<file path="src/rtl/aes_pkg.sv">
`timescale 1ns / 1ps
package aes_pkg;

  localparam int unsigned NumKeyEntries = 15;
  localparam int unsigned KeyIdxW = 4;
  localparam int unsigned WordCntW = 6;

  typedef enum logic [2:0] {
    CfgKey0 = 3'd0,
    CfgKey1 = 3'd1,
    CfgKey2 = 3'd2,
    CfgKey3 = 3'd3,
    CfgMode = 3'd4
  } cfg_idx_e;

  typedef enum logic [2:0] {
    StIdle,
    StExpInit,
    StExpand,
    StFirst,
    StRound,
    StDone
  } aes_state_e;

  typedef struct packed {
    logic               load_block;
    logic               dec;
    logic               exp_init;
    logic               exp_step;
    logic               first_key;
    logic               round_step;
    logic               last_round;
    logic [KeyIdxW-1:0] key_idx;
  } aes_cmd_t;

  typedef struct packed {
    logic [3:0] nr;
    logic       exp_done;
  } aes_sts_t;

  function automatic logic [7:0] xt(input logic [7:0] a);
    xt = {a[6:0], 1'b0} ^ (a[7] ? 8'h1b : 8'h00);
  endfunction

  function automatic logic [7:0] gmul(input logic [7:0] a, input logic [7:0] b);
    logic [7:0] p;
    logic [7:0] x;
    p = 8'h00;
    x = a;
    for (int i = 0; i < 8; i++) begin
      if (b[i]) p = p ^ x;
      x = xt(x);
    end
    gmul = p;
  endfunction

  function automatic logic [7:0] ginv(input logic [7:0] a);
    logic [7:0] r;
    logic [7:0] b;
    r = 8'h01;
    b = a;
    for (int i = 0; i < 8; i++) begin
      if (i != 0) r = gmul(r, b);
      b = gmul(b, b);
    end
    ginv = r;
  endfunction

  function automatic logic [7:0] rl(input logic [7:0] x, input int n);
    rl = (x << n) | (x >> (8 - n));
  endfunction

  function automatic logic [7:0] sbox_calc(input logic [7:0] x);
    logic [7:0] v;
    v = ginv(x);
    sbox_calc = v ^ rl(v, 1) ^ rl(v, 2) ^ rl(v, 3) ^ rl(v, 4) ^ 8'h63;
  endfunction

  function automatic logic [7:0] isbox_calc(input logic [7:0] x);
    isbox_calc = ginv(rl(x, 1) ^ rl(x, 3) ^ rl(x, 6) ^ 8'h05);
  endfunction

  typedef logic [7:0] lut_t [256];

  function automatic lut_t mk_sbox(input logic inv);
    lut_t t;
    for (int i = 0; i < 256; i++) begin
      t[i] = inv ? isbox_calc(8'(i)) : sbox_calc(8'(i));
    end
    return t;
  endfunction

  localparam lut_t SBOX = mk_sbox(1'b0);
  localparam lut_t ISBOX = mk_sbox(1'b1);

endpackage

</file>
<file path="src/rtl/aes_ctrl.sv">
`timescale 1ns / 1ps
module aes_ctrl import aes_pkg::*; (
  input  logic     clk_i,
  input  logic     rst_ni,
  input  logic     start_i,
  input  logic     func_i,
  input  logic     key_stale_i,
  input  aes_sts_t sts_i,
  output logic     busy_o,
  output logic     sched_ok_o,
  output logic     done_o,
  output aes_cmd_t cmd_o
);

  aes_state_e state_q, state_d;
  logic [3:0] rnd_q, rnd_d;
  logic       dec_q, dec_d;
  logic       ok_q, ok_d;

  always_ff @(posedge clk_i or negedge rst_ni) begin
    if (!rst_ni) begin
      state_q <= StIdle;
      rnd_q   <= '0;
      dec_q   <= 1'b0;
      ok_q    <= 1'b0;
    end else begin
      state_q <= state_d;
      rnd_q   <= rnd_d;
      dec_q   <= dec_d;
      ok_q    <= ok_d;
    end
  end

  always_comb begin
    state_d = state_q;
    rnd_d   = rnd_q;
    dec_d   = dec_q;
    ok_d    = ok_q && !key_stale_i;
    cmd_o   = '0;
    cmd_o.dec = dec_q;
    busy_o  = (state_q != StIdle);
    done_o  = 1'b0;
    case (state_q)
      StIdle: begin
        if (start_i) begin
          cmd_o.load_block = 1'b1;
          cmd_o.key_idx = func_i ? sts_i.nr : 4'd0;
          dec_d = func_i;
          state_d = ok_q ? StFirst : StExpInit;
        end
      end
      StExpInit: begin
        cmd_o.exp_init = 1'b1;
        state_d = StExpand;
      end
      StExpand: begin
        cmd_o.exp_step = 1'b1;
        if (sts_i.exp_done) begin
          cmd_o.key_idx = dec_q ? sts_i.nr : 4'd0;
          ok_d = 1'b1;
          state_d = StFirst;
        end
      end
      StFirst: begin
        cmd_o.first_key = 1'b1;
        cmd_o.key_idx = dec_q ? sts_i.nr - 4'd1 : 4'd1;
        rnd_d = 4'd1;
        state_d = StRound;
      end
      StRound: begin
        cmd_o.round_step = 1'b1;
        cmd_o.last_round = (rnd_q == sts_i.nr);
        if (rnd_q != sts_i.nr) begin
          cmd_o.key_idx = dec_q ? sts_i.nr - rnd_q - 4'd1 : rnd_q + 4'd1;
        end
        rnd_d = rnd_q + 4'd1;
        if (rnd_q == sts_i.nr) state_d = StDone;
      end
      StDone: begin
        done_o = 1'b1;
        state_d = StIdle;
      end
      default: state_d = StIdle;
    endcase
  end

  assign sched_ok_o = ok_q;

endmodule

</file>
<file path="config.mk">
export PLATFORM = sky130hd
export DESIGN_NAME = aes_ctrl
export DESIGN_NICKNAME = d
export VERILOG_FILES = /design/src/rtl/aes_pkg.sv /design/src/rtl/aes_ctrl.sv
export SDC_FILE = /design/constraint.sdc
export NUM_CORES = 1
export LEC_CHECK = 0
export ABC_AREA = 1
export BUFFER_PORTS_ARGS = -buffer_cell sky130_fd_sc_hd__buf_4
export CORE_MARGIN = 2
export CORE_UTILIZATION = 30
export CTS_CLUSTER_DIAMETER = 100
export DETAILED_ROUTE_END_ITERATION = 16
export SLEW_MARGIN = 20
export SYNTH_ARGS = -nofsm -noshare
export SYNTH_HDL_FRONTEND = slang
export SYNTH_SLANG_ARGS = --single-unit
</file>
<file path="constraint.sdc">
create_clock -name clk_i -period 2.7 [get_ports clk_i]
set_input_delay 0.54 -clock clk_i [delete_from_list [all_inputs] [get_ports clk_i]]
set_output_delay 0.54 -clock clk_i [all_outputs]
set_load 0.05 [all_outputs]
</file>
Word level (Yosys, flattened, before mapping)
Cells that the tools add are included.
{"block": "totals", "out_inout_bits": 14, "ff_bits": 9, "wordCells": 48, "input_bits": 10}
{"block": "classes", "add_sub_neg": 4, "n_eq_ne": 10, "n_mux": 23, "n_reduce_logical": 7}
{"op": "4-bit 2-to-1 mux", "n": 7}
{"op": "4-bit case mux with 4 select lines", "n": 1}
{"op": "3-bit case mux with 5 select lines", "n": 1}
{"op": "3-bit 2-to-1 mux", "n": 3}
{"op": "1-bit 2-to-1 mux", "n": 8}
{"op": "4-bit case mux with 2 select lines", "n": 1}
{"op": "4-bit by 1-bit subtractor with 4-bit output, second input constant", "n": 2}
{"op": "3-bit by 2-bit equality test with 1-bit output, second input constant", "n": 2}
{"op": "3-bit equality test, second input constant", "n": 2}
{"op": "2-bit != test, second input constant", "n": 3}
{"op": "4-bit by 1-bit adder with 4-bit output, second input constant", "n": 1}
{"op": "4-bit equality test", "n": 1}
{"op": "2-bit 2-to-1 mux", "n": 2}
{"op": "4-bit != test", "n": 1}
{"op": "4-bit subtractor", "n": 1}
{"op": "3-bit by 1-bit equality test with 1-bit output, second input constant", "n": 1}
{"op": "3-bit zero test", "n": 1}
{"op": "3-bit AND reduction", "n": 1}
{"op": "3-bit nonzero test", "n": 1}
{"op": "2-bit AND reduction", "n": 1}
{"op": "2-bit nonzero test", "n": 1}
{"op": "1-bit logical AND", "n": 1}
{"op": "1-bit zero test", "n": 1}

Longest topological paths before layout
{"block": "logic_depth", "depth_word": 5, "ltp_mapped": 9, "ltp_nobuf": 9}

Least setup slack after synthesis
Ideal clock, no wire load.
{"block": "synth_path", "path_kind": "input port to output port", "from": "input port sts_i[3] (netlist bit)", "to": "output port cmd_o[4] (netlist bit)", "arrival_ns": 1.865, "path_slack_ns": 0.295, "t_required_ns": 2.160, "stages": 5, "path_buffers": 0, "cell_sequence": "ha_1 -> nand2_1 -> nor2_1 -> nand2_1 -> nor2_1"}
{"item": "from (decl)", "line_no": "aes_ctrl.sv:8", "rtl": "input aes_sts_t sts_i,"}
{"item": "to (decl)", "line_no": "aes_ctrl.sv:12", "rtl": "output aes_cmd_t cmd_o"}

==> results.sh <==
export IMPL_finalPower_w=0.00129
export IMPL_finalCritPeriodShare_pct=94.2
export IMPL_grt_use_met2_pct=23.5
export IMPL_netlist_instances=133
export IMPL_endpoint_kind="primary output"
export IMPL_overflow=0
export IMPL_die_area_um2=3360
export IMPL_clock_skew_ns=0.00216
export IMPL_io_buffers=23
export IMPL_required_ns=2.16
export IMPL_slew_viol_final=0
export IMPL_tightest_slew_ns=0.403
export IMPL_max_stage_delay_ns=0.42
export IMPL_grt_max_degree=12
export IMPL_first_global_vias=878
export IMPL_syn_num_nets=149
export IMPL_routedWlPerCell_um=12.0
export IMPL_ys_types=23
export IMPL_drive_gt1_share_pct=21.5
export IMPL_place_detailed_hpwl_mm=1.88
export IMPL_clock_latency_ns=0.25
export IMPL_die_width_um=58.0
export IMPL_arrival_ns=2.00
export IMPL_antenna_left=0
export IMPL_antenna_found_initial=0
export IMPL_seq_area_frac_synth_pct=25.8
export IMPL_initial_core_util_pct=31.7
export IMPL_ys_ff_latch=9
export IMPL_clockBufferDepth=2
export IMPL_status="completed"
export IMPL_vias_per_cell=5.05
export IMPL_final_nets=175
export IMPL_finalWirelength_mm=2.27
export IMPL_worstSetupPathType="reg -> out"
export IMPL_root_buffer="clkbuf_4"
export IMPL_setup_worst_path_start_class="flip-flop"
export IMPL_core_area_um2=2760
export IMPL_crit_path_max_fanout=5
export IMPL_cts_setup_buffers=0
export IMPL_ys_warn_count=0
export IMPL_drc=0
export IMPL_h_tree_depth=1
export IMPL_hold_viol=0
export IMPL_rows=19
export IMPL_syn_to_final_growth_pct=26.2
export IMPL_cap_violations=0
export IMPL_setup_tns_ns=0
export IMPL_dr_pass1_iters=4
export IMPL_dieHeight_um=58.0
export IMPL_rsz0062_at_grt="no"
export IMPL_ir_drop_mv=0.717
export IMPL_setup_viol=0
export IMPL_syn_avg_cell_area_um2=6.57
export IMPL_place_gp_congestion=0.845
export IMPL_hp_class="in -> async"
export IMPL_timing_fmax_ghz=0.393
export IMPL_grt_busiest_layer="met2"
export IMPL_power_leakage_nw=0.572
export IMPL_grtUsageTotal_pct=14.6
export IMPL_grt_use_met1_pct=18.8
export IMPL_diodes=0
export IMPL_p_per_area_nw_per_um2=1170
export IMPL_slew_headroom_pct=73.1
export IMPL_grt_pass1_wl_mm=3.75
export IMPL_cts_buffers=3
export IMPL_period_needed_ns=2.54
export IMPL_cts_sinks=9
export IMPL_mostFrequentLayoutCells="33 x nand2_1, 22 x buf_4, 18 x inv_1"
export IMPL_clk_pin_slew_ns=0.06
export IMPL_worstPathCellList="inv_1, ha_1, inv_1, fa_1, xnor2_1, nand2_1, o21ai_0, nand2_1, nand3_1, buf_6"
export IMPL_use_met3_pct=4.91
export IMPL_ios=24
export IMPL_cts_tree="done"
export IMPL_synth_area_um2=873
export IMPL_first_iter_violations=31
export IMPL_final_common_cell="nand2_1"
export IMPL_num_vias=954
export IMPL_cp_slowest_cell="dfrtp_1"
export IMPL_r2r_cells=8
## metal layers
metal	wire (um)	share of wire, %	up-vias
met5	0	0	-
met4	13	0.57	0
met3	146	6.4	2
met2	1070	47	33
met1	1040	46	442
li1	-	-	477
## report_power, final
part | total (W) | internal [W] | switching, W
Clock | 0.0000989 | 0.0000566 | 0.0000423
Sequential | 0.000284 | 0.000190 | 0.0000933
Combinational | 0.000910 | 0.000281 | 0.000629
Total | 0.00129 | 0.000528 | 0.000764
## what timing repair did
item / CTS / global route
resized for setup: 0 / 1
hold buffers: 0 / 0
setup endpoints to repair: 0 / 1
## sequential cells by signal, indices dropped and copies added (netlist names)
name	count
dec_q	1
sched_ok_o	1
rnd_q	4
state_q	3
## final timing paths
check	startpoint	endpoint	slack, ns
worst max-delay path	rnd_q[0]$_DFFE_PN0P_	cmd_o[2]	0.16
worst min-delay path	rst_ni	rnd_q[1]$_DFFE_PN0P_	0.1
worst max register to register	rnd_q[2]$_DFFE_PN0P_	state_q[1]$_DFFE_PN0P_	1.17
worst min register to register	sched_ok_o$_DFF_PN0_	sched_ok_o$_DFF_PN0_	0.61
max in group asynchronous	rst_ni	sched_ok_o$_DFF_PN0_	2.47
min in group clk_i	key_stale_i	sched_ok_o$_DFF_PN0_	0.50
## worst max-delay path: cells and delay by family (launching register included)
| kind | cells | cell delay (ns) |
|---|---|---|
| fa+ha+maj | 2 | 0.54 |
| flops | 1 | 0.42 |
| buf+inv | 3 | 0.33 |
| simple gates | 3 | 0.21 |
| xor+xnor | 1 | 0.17 |
| compound gates | 1 | 0.08 |
## logic make-up after synthesis
group / Yosys count / share of synthesized area (%)
adder cells (fa/ha/maj): 6 / 9.46
AND/OR/NAND/NOR: 75 / 39.4
XOR/XNOR: 3 / 3.01
buffers and inverters: 23 / 11.0
AO/OA/AOI/OAI: 17 / 11.3
flip-flops: 9 / 25.8
## cell type report
class,count,area (um^2)
fillers,295,1660
clock buffers,4,26.3
repair buffers,23,176
well taps,31,38.8
flip-flops and latches,9,225
multi-input cells,101,552
inverters,21,83.8
## cell usage after synthesis
library cell / number / area (um^2)
fa_1: 1 / 20.0
o22ai_1: 2 / 12.5
ha_1: 5 / 62.6
or2_0: 1 / 6.26
a21oi_4: 1 / 16.3
buf_2: 1 / 5.00
nand4_1: 3 / 18.8
nand2_1: 33 / 124
o21ai_0: 10 / 50.1
nand3_1: 15 / 75.1
nand2_4: 2 / 22.5
xor2_1: 1 / 8.76
nor2_1: 15 / 56.3
a21oi_1: 4 / 20.0
dfrtp_1: 9 / 225
nand3_2: 1 / 10.0
inv_2: 2 / 7.51
buf_4: 1 / 7.51
nor3_1: 4 / 20.0
nor2_4: 1 / 11.3
inv_1: 18 / 67.6
clkinv_4: 1 / 8.76
xnor2_1: 2 / 17.5
## through the flow
step / area, um^2 / instances / setup WS [ns] / utilization (%) / hold WS, ns
2_1_floorplan: 873 / 133 / 0.295 / - / 0.244
3_3_place_gp: 1070 / 185 / 0.322 / 38.9 / 0.366
3_5_place_dp: 1070 / 185 / 0.300 / 38.9 / 0.367
4_1_cts: 1100 / 189 / 0.132 / 39.8 / 0.0921
5_1_grt: 1100 / 189 / 0.00258 / 40.0 / 0.0841
6_report: 1100 / 189 / 0.156 / 40.0 / 0.0963
Note: power is estimated with default switching activity, not from simulation.
